$ cat src/rtl/core/mws_pkg.sv
package mws_pkg;

   localparam int ARM_WIDTH             = 13;
   localparam int MAX_WIDTH             = 15;
   localparam int SPEED_WIDTH_DEFAULT   = 16;
   localparam int FRACTION_BITS_DEFAULT = 12;
   localparam int LANES                 = 4;
   localparam int DIV_STEP_BITS         = 2;
   localparam int CSR_INDEX_WIDTH       = 4;
   localparam int CSR_DATA_WIDTH        = 16;

   localparam logic [ARM_WIDTH-1:0] ARM_RESET = 13'd1819;
   localparam logic [MAX_WIDTH-1:0] MAX_RESET = 15'd16384;

   localparam logic [CSR_INDEX_WIDTH-1:0] CSR_ARM_LENGTH = 4'd0;
   localparam logic [CSR_INDEX_WIDTH-1:0] CSR_MAX_SPEED  = 4'd1;

   // Width of the rounded lever-arm term magnitude.
   function automatic int turn_width(int sw, int f);
      return ARM_WIDTH + sw + 1 - f;
   endfunction

   // Width of a wheel speed magnitude before limiting.
   function automatic int mag_width(int sw, int f);
      int a;
      a = (sw + 1 > turn_width(sw, f)) ? sw + 1 : turn_width(sw, f);
      return a + 1;
   endfunction

endpackage

$ cat src/rtl/core/mws_kinematics.sv
module mws_kinematics #(
   parameter int SPEED_WIDTH   = mws_pkg::SPEED_WIDTH_DEFAULT,
   parameter int FRACTION_BITS = mws_pkg::FRACTION_BITS_DEFAULT
) (
   input  logic                                          clock,
   input  logic                                          reset,
   input  logic                                          in_valid,
   output logic                                          in_ready,
   input  logic [SPEED_WIDTH-1:0]                        speed_x,
   input  logic [SPEED_WIDTH-1:0]                        speed_y,
   input  logic [SPEED_WIDTH-1:0]                        yaw_rate,
   input  logic [mws_pkg::ARM_WIDTH-1:0]                 arm_length,
   input  logic [mws_pkg::MAX_WIDTH-1:0]                 max_speed,
   output logic                                          out_valid,
   input  logic                                          out_ready,
   output logic [mws_pkg::LANES-1:0][mws_pkg::mag_width(SPEED_WIDTH, FRACTION_BITS)-1:0] out_mag,
   output logic [mws_pkg::LANES-1:0]                     out_neg,
   output logic [mws_pkg::mag_width(SPEED_WIDTH, FRACTION_BITS)-1:0] out_largest,
   output logic                                          out_limited
);

   localparam int SW = SPEED_WIDTH;
   localparam int F  = FRACTION_BITS;
   localparam int AW = mws_pkg::ARM_WIDTH;
   localparam int MW = mws_pkg::MAX_WIDTH;
   localparam int L  = mws_pkg::LANES;
   localparam int PW = AW + SW;
   localparam int LW = mws_pkg::mag_width(SW, F);
   localparam int WW = LW + 1;
   localparam int CW = (LW > MW) ? LW : MW;

   localparam logic [PW:0] HALF = (PW + 1)'(1) << (F - 1);

   logic v1_ff, v2_ff, v3_ff;
   logic rdy1, rdy2, rdy3;

   logic [SW-1:0]        wz_mag;
   logic signed [SW:0]   pp_in, pm_in, pp_ff, pm_ff;
   logic [PW-1:0]        prod_in, prod_ff;
   logic                 wz_neg_ff;

   logic [PW:0]          rnd;
   logic [WW-1:0]        turn_ext, turn, ppx, pmx;
   logic [L-1:0][WW-1:0] wheel_in, wheel_ff;

   logic [L-1:0][WW-1:0] abs_w;
   logic [L-1:0][LW-1:0] mag_in, mag_ff;
   logic [L-1:0]         neg_in, neg_ff;
   logic [LW-1:0]        l01, l23, largest_in, largest_ff;
   logic                 limited_in, limited_ff;

   assign rdy3     = !v3_ff || out_ready;
   assign rdy2     = !v2_ff || rdy3;
   assign rdy1     = !v1_ff || rdy2;
   assign in_ready = rdy1;

   always_ff @(posedge clock) begin
      if (reset) begin
         v1_ff <= 1'b0;
         v2_ff <= 1'b0;
         v3_ff <= 1'b0;
      end else begin
         if (rdy1) v1_ff <= in_valid;
         if (rdy2) v2_ff <= v1_ff;
         if (rdy3) v3_ff <= v2_ff;
      end
   end

   // Stage 1: chassis sums and lever-arm product
   always_comb begin
      wz_mag  = yaw_rate[SW-1] ? (~yaw_rate + SW'(1)) : yaw_rate;
      pp_in   = $signed({speed_x[SW-1], speed_x}) + $signed({speed_y[SW-1], speed_y});
      pm_in   = $signed({speed_x[SW-1], speed_x}) - $signed({speed_y[SW-1], speed_y});
      prod_in = PW'(arm_length) * PW'(wz_mag);
   end

   // Stage 2: round the turn term and form the four wheels
   always_comb begin
      rnd         = {1'b0, prod_ff} + HALF;
      turn_ext    = WW'(rnd[PW:F]);
      turn        = wz_neg_ff ? (~turn_ext + WW'(1)) : turn_ext;
      ppx         = WW'(pp_ff);
      pmx         = WW'(pm_ff);
      wheel_in[0] = pmx - turn;
      wheel_in[1] = ppx - turn;
      wheel_in[2] = (WW'(0) - pmx) - turn;
      wheel_in[3] = (WW'(0) - ppx) - turn;
   end

   // Stage 3: magnitudes, largest and the limit decision
   always_comb begin
      for (int i = 0; i < L; i++) begin
         neg_in[i] = wheel_ff[i][WW-1];
         abs_w[i]  = neg_in[i] ? (~wheel_ff[i] + WW'(1)) : wheel_ff[i];
         mag_in[i] = abs_w[i][LW-1:0];
      end
      l01        = (mag_in[0] > mag_in[1]) ? mag_in[0] : mag_in[1];
      l23        = (mag_in[2] > mag_in[3]) ? mag_in[2] : mag_in[3];
      largest_in = (l01 > l23) ? l01 : l23;
      limited_in = CW'(largest_in) > CW'(max_speed);
   end

   always_ff @(posedge clock) begin
      if (rdy1) begin
         pp_ff     <= pp_in;
         pm_ff     <= pm_in;
         prod_ff   <= prod_in;
         wz_neg_ff <= yaw_rate[SW-1];
      end
      if (rdy2) begin
         wheel_ff <= wheel_in;
      end
      if (rdy3) begin
         mag_ff     <= mag_in;
         neg_ff     <= neg_in;
         largest_ff <= largest_in;
         limited_ff <= limited_in;
      end
   end

   assign out_valid   = v3_ff;
   assign out_mag     = mag_ff;
   assign out_neg     = neg_ff;
   assign out_largest = largest_ff;
   assign out_limited = limited_ff;

endmodule

$ cat config.mk
export PLATFORM = sky130hd
export DESIGN_NAME = mws_kinematics
export DESIGN_NICKNAME = d
export VERILOG_FILES = /design/src/rtl/core/mws_pkg.sv /design/src/rtl/core/mws_kinematics.sv
export SDC_FILE = /design/constraint.sdc
export NUM_CORES = 1
export LEC_CHECK = 0
export BUFFER_PORTS_ARGS = -buffer_cell sky130_fd_sc_hd__buf_2
export CORE_ASPECT_RATIO = 1.4
export CORE_UTILIZATION = 40
export CTS_BUF_LIST = sky130_fd_sc_hd__clkbuf_16
export CTS_CLUSTER_SIZE = 28
export DETAILED_ROUTE_END_ITERATION = 7
export SLEW_MARGIN = 20
export SYNTH_ARGS = -nofsm -noshare
export SYNTH_HDL_FRONTEND = slang
export SYNTH_SLANG_ARGS = --single-unit
export TNS_END_PERCENT = 100
$ cat constraint.sdc
create_clock -name clock -period 21.8 [get_ports clock]
set_input_delay 3.27 -clock clock [delete_from_list [all_inputs] [get_ports clock]]
set_output_delay 3.27 -clock clock [all_outputs]
set_load 0.01 [all_outputs]
==> out/results.ini <==
[status]
status=completed

[critical_path]
cp.required_ns=22.07
path_max_fanout=14
criticalPathCategory=input pin to flip-flop
critical_path_arrival_ns=10.48
crit_top_cell=fa_1
cp-start-kind=input pin
crit_slowest_cell=fa_1
cp_slowest_stage_delay_ns=0.58
crit_path_end_kind=flip-flop

[detailed_routing]
drtPass1Iterations=5
vias=17210
wl_per_cell_um=18.63
drc=0
dr.first_iter.drc_count=583
wirelength_um=61280
ant_nets=0
post_drt_via_cell_ratio=5.234

[job]
drv_cap=0

[synth]
syn_avg_cell_area_um2=9.697
ys_ff_latch=228
synth.largest_area_cell=edfxtp_1
yosysSeqAreaShare_pct=29.50
yosysTopAreaCellShare_pct=29.24
yosysMostFrequentCell=inv_1
ys_warn_count=0
ys.flop_type=edfxtp_1
synthArstFlopShare_pct=0
synthesis.nets=2865
yosys-top-cells-count=inv_1 (310), nand2_1 (250), ha_1 (243)
syn-instance-count=2383
ys_top_cells_by_area=edfxtp_1 (29%), fa_1 (14%), ha_1 (13%)
syn_area_um2=23110
ys_types=80
synth_edf_count=225

[place]
finalWeightedCongestion=0.9588
dpl-instance-area_um2=24810
io_buffer_count=181
dp_hpwl_um=52060

[die]
die-area_um2=58750
core-area_um2=56700
rows=103
initial_core_util_pct=40.75
die_w_um=205.1
pin_count=182
die_h_um=286.4

[timing]
period_needed_ns=10.21
relSlewSlack_pct=33.42
finalSetupTns_ns=0
final-setup-viol-count=0
rsz0062_at_grt=false
worst_pin_slew_ns=0.9916
drv_slew=0
timing.hold.ws_ns=0.4646
fmax_mhz=97.97
skew_ns=0.009915
period_share_pct=46.82
hold_viol=0

[clocking]
post-cts-setup-buffers=0
htree_levels=1
clock-sinks=228
cts_resized=0
insertion_delay_ns=0.53
cts_buffers=23
cts_hold_buf=0
cts_tree=built
cts.path.max_buffers=3
clockRootBuffer=clkbuf_16
clk_pin_slew_worst_paths_ns=0.07

[cells_and_area]
insertedDiodeCount=0
syn_to_final_growth_pct=10.84
drive_gt1_share_pct=10.85
layout.nets=3020
design_area_um2=25610

[global_routing]
first_global_vias=18290
grt_pass1_wl_um=96140
antenna_found_initial=0
grt.total_usage_pct=21.17
grt_max_degree=78
gr-total-overflow=0

[hold_path]
worst_hold_path_type=flip-flop to flip-flop

## worst paths after layout
path | start | endpoint | slack (ns) | cells after the start
worst min-delay path | v2_ff | out_valid | 0.46 | 2
worst max register to register | wheel_ff[0] | out_limited | 12.69 | 36
worst min register to register | v2_ff | out_valid | 0.46 | 2
worst max-delay path | yaw_rate[0] | prod_ff[28] | 11.59 | 29
## routing by layer
metal | up-vias | share of wire (%) | GRT usage (%)
li1 | 8440 | - | -
met1 | 8208 | 36 | 20.67
met2 | 412 | 55 | 42.73
met3 | 153 | 3.1 | 1.658
met4 | 0 | 6.0 | 11.72
met5 | - | 0 | 0
## per-stage QoR
| stage | setup WS, ns | cells | util (%) |
|---|---|---|---|
| 6_report | 11.59 | 3289 | 45.17 |
| 5_1_grt | 11.20 | 3289 | 45.17 |
| 4_1_cts | 11.56 | 3289 | 45.13 |
| 3_5_place_dp | 11.01 | 3248 | 43.74 |
| 3_3_place_gp | 11.09 | 3248 | 43.69 |
| 2_1_floorplan | 11.79 | 2383 | - |
## kinds of logic (layout without fill, tap and decap cells)
group	count (synthesis)	after routing	synth area share [%]
adders and majority gates	409	409	27.24
AOI/OAI and AO/OA	373	373	10.75
DFF	228	228	29.50
and+or+nand+nor	717	717	15.23
xor gates and xnor gates	255	255	9.725
buffers and inverters	372	543	6.130
muxes	29	29	1.424
## registers in the layout, summed over array words and instances, names as in the netlist, 4 cells and up
| signal | count |
|---|---|
| neg_in | 4 |
| out_largest | 18 |
| out_mag | 73 |
| out_neg | 4 |
| pm_ff | 16 |
| pp_ff | 17 |
| prod_ff | 18 |
| wheel_ff | 73 |
## worst max-delay path, delay by kind of cell
family / cells / cell delay (ns)
XOR/XNOR: 2 / 0.49
AND/OR/NAND/NOR: 5 / 0.77
buffers and inverters: 5 / 0.42
adder cells (fa/ha/maj): 7 / 3.05
AO/OA/AOI/OAI: 10 / 2.44
## cell type report
| type | instances | area, um2 |
|---|---|---|
| Clock inverter | 18 | 209.0 |
| Clock buffer | 23 | 575.6 |
| Timing Repair Buffer | 192 | 988.4 |
| Inverter | 310 | 1165 |
| Sequential cell | 228 | 6817 |
| Fill cell | 5447 | 31090 |
| Multi-Input combinational cell | 1783 | 14940 |
| Tap cell | 735 | 919.6 |
## layout by cell type, fill, tap and decap left out, types with 15 or more instances in the layout
| cell | netlist | final |
|---|---|---|
| nor2b_1 | 41 | 41 |
| buf_2 | 1 | 181 |
| nor3_1 | 49 | 49 |
| clkbuf_16 | 0 | 23 |
| a21oi_1 | 75 | 75 |
| xor2_1 | 87 | 87 |
| ha_1 | 243 | 243 |
| fa_1 | 159 | 159 |
| nand3_1 | 38 | 38 |
| o41ai_1 | 19 | 19 |
| a21o_1 | 30 | 30 |
| nor2_1 | 127 | 126 |
| and3_1 | 15 | 15 |
| and2_1 | 75 | 75 |
| nand4_1 | 19 | 19 |
| o21ai_1 | 27 | 27 |
| o21ai_0 | 74 | 74 |
| xnor2_1 | 167 | 160 |
| nand2_1 | 250 | 249 |
| or3_1 | 25 | 25 |
| o31ai_1 | 29 | 29 |
| edfxtp_1 | 225 | 225 |
| o21bai_1 | 18 | 18 |
| inv_1 | 310 | 311 |
| o21a_1 | 27 | 27 |
Power is left out: the tool's default activity adds up to more than one toggle a clock period on the data nets, which glitch-free logic cannot reach.
