$ cat config.mk
export PLATFORM = sky130hd
export DESIGN_NAME = mws_div_stage
export DESIGN_NICKNAME = d
export VERILOG_FILES = /design/src/rtl/core/mws_pkg.sv /design/src/rtl/core/mws_div_stage.sv
export SDC_FILE = /design/constraint.sdc
export NUM_CORES = 1
export LEC_CHECK = 0
export ABC_AREA = 0
export BUFFER_PORTS_ARGS = -buffer_cell sky130_fd_sc_hd__buf_2
export CAP_MARGIN = 20
export CORE_MARGIN = 2
export CORE_UTILIZATION = 30
export CTS_CLUSTER_DIAMETER = 150
export DETAILED_ROUTE_END_ITERATION = 6
export GPL_TIMING_DRIVEN = 0
export PLACE_DENSITY = 0.52
export SLEW_MARGIN = 20
export SYNTH_ARGS = -nofsm -noshare
export SYNTH_HDL_FRONTEND = slang
export SYNTH_SLANG_ARGS = --single-unit
$ cat constraint.sdc
create_clock -name clock -period 15 [get_ports clock]
set_clock_uncertainty 0.15 [all_clocks]
set_input_delay 2.25 -clock clock [delete_from_list [all_inputs] [get_ports clock]]
set_output_delay 2.25 -clock clock [all_outputs]
set_load 0.02 [all_outputs]
$ cat src/rtl/core/mws_pkg.sv
package mws_pkg;

   localparam int ARM_WIDTH             = 13;
   localparam int MAX_WIDTH             = 15;
   localparam int SPEED_WIDTH_DEFAULT   = 16;
   localparam int FRACTION_BITS_DEFAULT = 12;
   localparam int LANES                 = 4;
   localparam int DIV_STEP_BITS         = 2;
   localparam int CSR_INDEX_WIDTH       = 4;
   localparam int CSR_DATA_WIDTH        = 16;

   localparam logic [ARM_WIDTH-1:0] ARM_RESET = 13'd1819;
   localparam logic [MAX_WIDTH-1:0] MAX_RESET = 15'd16384;

   localparam logic [CSR_INDEX_WIDTH-1:0] CSR_ARM_LENGTH = 4'd0;
   localparam logic [CSR_INDEX_WIDTH-1:0] CSR_MAX_SPEED  = 4'd1;

   // Width of the rounded lever-arm term magnitude.
   function automatic int turn_width(int sw, int f);
      return ARM_WIDTH + sw + 1 - f;
   endfunction

   // Width of a wheel speed magnitude before limiting.
   function automatic int mag_width(int sw, int f);
      int a;
      a = (sw + 1 > turn_width(sw, f)) ? sw + 1 : turn_width(sw, f);
      return a + 1;
   endfunction

endpackage

$ cat src/rtl/core/mws_div_stage.sv
module mws_div_stage #(
   parameter int SPEED_WIDTH   = mws_pkg::SPEED_WIDTH_DEFAULT,
   parameter int FRACTION_BITS = mws_pkg::FRACTION_BITS_DEFAULT,
   parameter int TOP_BIT       = mws_pkg::MAX_WIDTH - 1,
   parameter int STEPS         = mws_pkg::DIV_STEP_BITS
) (
   input  logic clock,
   input  logic reset,
   input  logic in_valid,
   output logic in_ready,
   input  logic [mws_pkg::LANES-1:0][mws_pkg::mag_width(SPEED_WIDTH, FRACTION_BITS)
                                     + mws_pkg::MAX_WIDTH + 1:0] in_rem,
   input  logic [mws_pkg::LANES-1:0][mws_pkg::MAX_WIDTH-1:0] in_quo,
   input  logic [mws_pkg::mag_width(SPEED_WIDTH, FRACTION_BITS):0] in_div,
   input  logic [mws_pkg::LANES-1:0][mws_pkg::mag_width(SPEED_WIDTH, FRACTION_BITS)-1:0] in_mag,
   input  logic [mws_pkg::LANES-1:0] in_neg,
   input  logic in_limited,
   output logic out_valid,
   input  logic out_ready,
   output logic [mws_pkg::LANES-1:0][mws_pkg::mag_width(SPEED_WIDTH, FRACTION_BITS)
                                     + mws_pkg::MAX_WIDTH + 1:0] out_rem,
   output logic [mws_pkg::LANES-1:0][mws_pkg::MAX_WIDTH-1:0] out_quo,
   output logic [mws_pkg::mag_width(SPEED_WIDTH, FRACTION_BITS):0] out_div,
   output logic [mws_pkg::LANES-1:0][mws_pkg::mag_width(SPEED_WIDTH, FRACTION_BITS)-1:0] out_mag,
   output logic [mws_pkg::LANES-1:0] out_neg,
   output logic out_limited
);

   localparam int L  = mws_pkg::LANES;
   localparam int LW = mws_pkg::mag_width(SPEED_WIDTH, FRACTION_BITS);
   localparam int QW = mws_pkg::MAX_WIDTH;
   localparam int RW = LW + QW + 2;
   localparam int DW = LW + 1;

   logic                 valid_ff;
   logic [L-1:0][RW-1:0] rem_in, rem_ff;
   logic [L-1:0][QW-1:0] quo_in, quo_ff;
   logic [DW-1:0]        div_ff;
   logic [L-1:0][LW-1:0] mag_ff;
   logic [L-1:0]         neg_ff;
   logic                 limited_ff;

   assign in_ready = !valid_ff || out_ready;

   // Restoring division, one quotient bit per step, high bit first
   always_comb begin
      logic [RW-1:0] r;
      logic [RW-1:0] dsh;
      logic [QW-1:0] q;
      for (int i = 0; i < L; i++) begin
         r = in_rem[i];
         q = in_quo[i];
         for (int j = 0; j < STEPS; j++) begin
            dsh = RW'(in_div) << (TOP_BIT - j);
            if (r >= dsh) begin
               r = r - dsh;
               q = {q[QW-2:0], 1'b1};
            end else begin
               q = {q[QW-2:0], 1'b0};
            end
         end
         rem_in[i] = r;
         quo_in[i] = q;
      end
   end

   always_ff @(posedge clock) begin
      if (reset) begin
         valid_ff <= 1'b0;
      end else if (in_ready) begin
         valid_ff <= in_valid;
      end
   end

   always_ff @(posedge clock) begin
      if (in_ready) begin
         rem_ff     <= rem_in;
         quo_ff     <= quo_in;
         div_ff     <= in_div;
         mag_ff     <= in_mag;
         neg_ff     <= in_neg;
         limited_ff <= in_limited;
      end
   end

   assign out_valid   = valid_ff;
   assign out_rem     = rem_ff;
   assign out_quo     = quo_ff;
   assign out_div     = div_ff;
   assign out_mag     = mag_ff;
   assign out_neg     = neg_ff;
   assign out_limited = limited_ff;

endmodule

==> out/qor.yml, run 1 <==
tns_ps: 0
cts_root_buf: "clkbuf_16"
status: "finished, final reports clean"
fin_crit_ps: 9460
async_flop_share_pct: 0
synth.net_count: 2205
r2r_slack_ps: 12900
vias: 16600
yosysSeqAreaShare_pct: 47.5
cts_tree: "built"
worstMarginPinSlew_ps: 994
gr-usage-all-layers_pct: 21.4
post-dp-hpwl_um: 59200
path_delay_family: "compound AO/OA/AOI/OAI gates"
clkSinkCount: 306
drive_gt1_share_pct: 32.7
grt_max_degree: 60
clock_latency_ps: 560
first_iter_violations: 992
grt_pass1_wl_um: 106000
hold_path.class: "reg -> reg"
nets: 2857
place_area_um2: 23600
final_common_cell: "buf_2"
crit_required_ps: 15150
max-vdd-ir-drop_uv: 87.1
drt_wl_total_um: 74200
fin_area_um2: 24800
htree_levels: 2
hp-start: "out_valid"
cp_slowest_cell: "fa_1"
fmax_mhz: 106
ctsHoldBuffers: 0
vias_per_cell: 5.09
worst_setup_path_start_kind: "primary input"
powerDensity_nw_per_um2: 141
rsz0062_at_grt: "false"
cap_viol_max_count: 0
maxSlewHeadroom_pct: 32.9
die_x_um: 258
syn-instance-count: 1728
portBuffers: 607
area_delta_synth_final_pct: 28.5
dpl.cell_count: 3196
p_leak_nw: 11.0
fp.dieH_um: 258
final_cells: 3265
io_pins: 616
grt_antenna_before_repair: 13
fin_crit_sh_pct: 63.1
post-route-drc-count: 0
cts_buffer_depth: 3
holdPathStages: 2
post_synth_instance_area_um2: 19300
crit_arrival_ps: 9610
grt_pass1_vias: 16500
postCtsSetupBuffers: 0
worstPathMaxFanout: 12
cts-buffers-inserted: 37
first_pass_iters: 5
worstRegToRegCells: 4
antenna_left: 0
synth_edf_count: 305
cp_num_buf_inv: 6
ys_seq_elements: 306
final_util_pct: 38.8
synth_flop_cell: "edfxtp_1"
cp-end-kind: "register"
finalHoldViolCount: 0
worstSetupPathType: "in -> reg"
syn_area_per_cell_um2: 11.2
fp.coreArea_um2: 64100
cp_slowest_stage_delay_ps: 610
ys_types: 81
cts_resized: 0
grt.overflow.total: 0
place_congestion: 0.874
wl_per_cell_um: 22.7
clk_pin_slew_ps: 60
synth_warnings: 0
dieArea_um2: 66500
rr_startpoint: "out_valid"
worst_hold_path.endpoint: "out_valid"
slew_viol_final: 0
reg2reg_to: "out_rem[78]"
whs_ps: 644
finalSetupViolCount: 0
rows: 93
layout_common_cells: "buf_2 (609), edfxtp_1 (305), ha_1 (160), nand2_1 (131), a21oi_1 (130)"
initial_core_util_pct: 30.2
## metrics by stage
| step | worst slack (ps) | total power, mW |
|---|---|---|
| floorplan | 2900 | 2.14 |
| global placement | -1370 | 2.58 |
| detailed placement | 4940 | 2.58 |
| CTS | 5510 | 3.55 |
| global route | 5090 | 3.70 |
| finish | 5540 | 3.51 |
## Yosys cell counts (11+ instances only)
master	number	share of area (%)
o21ai_0	120	3.1
a21oi_1	130	3.4
clkbuf_1	25	0.49
nor2b_1	19	0.61
edfxtp_1	305	47
or2_2	11	0.36
nand2_1	131	2.5
mux2_4	19	1.5
nor4_1	16	0.52
nand3_1	29	0.75
nor2_1	79	1.5
inv_1	81	1.6
nand2b_1	19	0.61
nor3_1	30	0.78
ha_1	160	10
and3_1	14	0.45
o21a_1	25	0.97
mux2_2	56	3.3
a21o_1	84	3.3
a31oi_1	15	0.49
o21bai_1	22	0.85
xnor2_1	94	4.3
xor2_1	41	1.9
mux2i_1	15	0.78
nand4_1	29	0.94
## report_power, final
part,switching (mW),internal (mW)
sequential,0.0395,1.15
combinational,0.834,0.541
clock,0.372,0.573
total,1.25,2.26
## final cells by class
class	instances	area, um2
Buffer	37	184
Fill cell	6374	39300
Timing Repair Buffer	613	3180
Antenna cell	3	7.51
Tap cell	855	1070
Multi-Input combinational cell	1301	9660
Clock inverter	25	310
Inverter	84	318
Clock buffer	41	941
Sequential cell	306	9180
## registers in the layout, summed over array words and instances (netlist names)
register	cells
out_rem	144
out_mag	76
out_quo	60
out_div	20
out_neg	4
out_limited	1
out_valid	1
## worst register-to-register path, cell delays in order, from the launching register on
cell      delay [ps]
dfxtp_1          340
nand2b_4         300
buf_12           290
buf_12           290
buf_16           350
## how the worst max path moves through the flow
stage / startpoint / to / slack (ps) / cells after the start
2_1_floorplan: out_ready / in_ready / 2900 / 1
3_3_place_gp: out_ready / in_ready / -1370 / 3
3_5_place_dp: in_div[1] / out_rem[63] / 4940 / 26
4_1_cts: in_div[1] / out_rem[63] / 5510 / 26
5_1_grt: in_div[1] / out_rem[132] / 5090 / 24
6_report: in_div[1] / out_rem[55] / 5540 / 26
## logic make-up after synthesis
family / share of synthesized area, %
XOR/XNOR: 6.12
AO/OA/AOI/OAI: 16.3
adder cells (fa/ha/maj): 11.2
AND/OR/NAND/NOR: 10.6
buffers and inverters: 2.60
flip-flops: 47.5
multiplexers: 5.69
## layer usage
layer / global-route usage [%] / wire length [um] / vias to the layer above
li1: - / - / 7879
met2: 39.2 / 37800 / 604
met5: 0 / 77 / -
met1: 24.3 / 28900 / 8005
met4: 8.67 / 2920 / 12
met3: 4.20 / 4430 / 120
Power figures use the tool's default switching activity.
==> inputs of run 2 (changes only) <==
--- a/config.mk
+++ b/config.mk
@@ -5,7 +5,7 @@
 export SDC_FILE = /design/constraint.sdc
 export NUM_CORES = 1
 export LEC_CHECK = 0
-export ABC_AREA = 0
+export ABC_AREA = 1
 export BUFFER_PORTS_ARGS = -buffer_cell sky130_fd_sc_hd__buf_2
 export CAP_MARGIN = 20
 export CORE_MARGIN = 2
@@ -13,7 +13,7 @@
 export CTS_CLUSTER_DIAMETER = 150
 export DETAILED_ROUTE_END_ITERATION = 6
 export GPL_TIMING_DRIVEN = 0
-export PLACE_DENSITY = 0.52
+export PLACE_DENSITY = 0.53
 export SLEW_MARGIN = 20
 export SYNTH_ARGS = -nofsm -noshare
 export SYNTH_HDL_FRONTEND = slang
==> constraint.sdc (replaced) <==
create_clock -name clock -period 7.6 [get_ports clock]
set_clock_uncertainty 0.15 [all_clocks]
set_input_delay 1.14 -clock clock [delete_from_list [all_inputs] [get_ports clock]]
set_output_delay 1.14 -clock clock [all_outputs]
set_load 0.02 [all_outputs]
==> out/qor.yml, run 2 <==
powerDensity_nw_per_um2: 268
ys_seq_elements: 306
post-dp-hpwl_um: 67400
antenna_left: 0
area_delta_synth_final_pct: 26.7
status: "finished, final reports clean"
ctsHoldBuffers: 0
rr_startpoint: "out_valid"
final_common_cell: "nand2_1"
finalWorstSetupSlack_ps: 1140
clk_pin_slew_ps: 60
postCtsSetupBuffers: 0
synth_edf_count: 305
nets: 3523
fp.coreArea_um2: 68300
syn-instance-count: 2396
cts_resized: 0
syn_area_per_cell_um2: 8.62
yosysSeqAreaShare_pct: 44.4
crit_start: "in_div[1]"
synth_common_cells: "nand2_1 (662), edfxtp_1 (305), inv_1 (231)"
first_iter_violations: 1285
cp_slowest_cell: "fa_1"
finalSetupViolCount: 0
synth_top_cell_by_area: "edfxtp_1"
grt_pass1_wl_um: 116000
grt.overflow.total: 0
whs_ps: 587
finalHoldViolCount: 0
met2_usage_pct: 38.7
cts_tree: "built"
die_x_um: 266
clkSinkCount: 306
fillers: 7095
wl_per_cell_um: 21.0
grt_use_met3_pct: 5.15
synth_warnings: 0
clock_latency_ps: 550
post_synth_instance_area_um2: 20700
total_power_mw: 7.01
hold_path.class: "in -> reg"
dpl.cell_count: 3888
grt_use_met1_pct: 26.6
cts-buffers-inserted: 38
grt_max_degree: 94
io_pins: 616
async_flop_share_pct: 0
synth.most_common_cell: "nand2_1"
r2r_slack_ps: 5300
portBuffers: 607
crit_arrival_ps: 6570
dieArea_um2: 71000
worstPathMaxFanout: 12
vias_per_cell: 4.87
initial_core_util_pct: 30.2
post-route-drc-count: 0
busiest_layer: "met2"
yosysTopAreaCellShare_pct: 44.3
drt_wl_total_um: 83200
fmax_mhz: 155
worst_setup_path_start_kind: "primary input"
cp-endpoint: "out_rem[51]"
worstRegToRegCells: 3
crit_required_ps: 7720
cp_slowest_stage_delay_ps: 610
max-vdd-ir-drop_uv: 191
cap_viol_max_count: 0
fin_crit_sh_pct: 84.9
place_congestion: 0.911
reg2reg_to: "out_rem[39]"
ys_types: 49
tns_ps: 0
fp.dieH_um: 266
first_pass_iters: 7
layout_common_cells: "nand2_1 (661), buf_2 (618), edfxtp_1 (305), inv_1 (231), a21oi_1 (193)"
grt_pass1_vias: 18300
htree_levels: 2
vias: 19300
slew_viol_final: 0
largest_reg_flops: 144
netlist_top_cells_area: "edfxtp_1 (44%), nand2_1 (12%), ha_1 (9.7%), a21oi_1 (4.7%), inv_1 (4.2%)"
synth_flop_cell: "edfxtp_1"
cp-end-kind: "register"
fin_crit_ps: 6460
rows: 96
cts_root_buf: "clkbuf_16"
p_leak_nw: 12.2
grt_antenna_before_repair: 19
cts_buffer_depth: 3
gr-usage-all-layers_pct: 22.5
worstMarginPinSlew_ps: 963
final_cells: 3965
rsz0062_at_grt: "false"
synth.net_count: 2873
drive_gt1_share_pct: 25.4
worstSetupPathType: "in -> reg"
maxSlewHeadroom_pct: 35.7
pre_cts_ws_ps: 576
run 2: how the worst min path moves through the flow:
stage | cells past startpoint | from | end
final | 2 | reset | out_valid
after CTS | 2 | reset | out_valid
after detailed placement | 1 | out_valid | out_mag[7]
after global routing | 2 | reset | out_valid
after floorplan | 1 | reset | out_valid
after global placement | 2 | reset | out_valid
run 2: critical path, delay by kind of cell:
kind	cells	cell delay, ps
buffers and inverters	5	1800
AO/OA/AOI/OAI	5	1040
adder cells (fa/ha/maj)	2	1020
AND/OR/NAND/NOR	15	1540
run 2: layer usage:
metal | up-vias | share of wire (%)
li1 | 9513 | -
met5 | - | 0.12
met2 | 648 | 48
met4 | 14 | 5.0
met3 | 142 | 7.1
met1 | 8981 | 40
run 2: per-stage QoR:
stage	utilization, %	area (um2)
after floorplan	-	20700
after global placement	36.3	24800
after detailed placement	36.4	24900
after CTS	38.3	26200
after global routing	38.3	26200
final	38.3	26200
run 2: cell families after synthesis:
kind of cell,share of synthesized area (%)
xor+xnor,5.60
fa+ha+maj,10.5
compound gates,12.2
flops,44.4
buf+inv,5.44
simple gates,21.9
run 2: report_power, final:
| part | leakage, nW | total (mW) | switching, mW | internal, mW |
|---|---|---|---|---|
| Clock | 0.600 | 1.83 | 0.748 | 1.08 |
| Combinational | 8.47 | 2.84 | 1.91 | 0.937 |
| Sequential | 3.16 | 2.34 | 0.0747 | 2.27 |
run 2: layout make-up:
type,instances,area [um2],area share (%)
timing repair buffer,610,3120,11.9
multi-input combinational,1817,10400,39.6
tap,882,1100,4.22
buffer,29,201,0.770
clock inverter,25,256,0.980
inverter,244,923,3.53
antenna,8,20.0,0.0765
clock buffer,44,995,3.80
sequential,306,9180,35.1
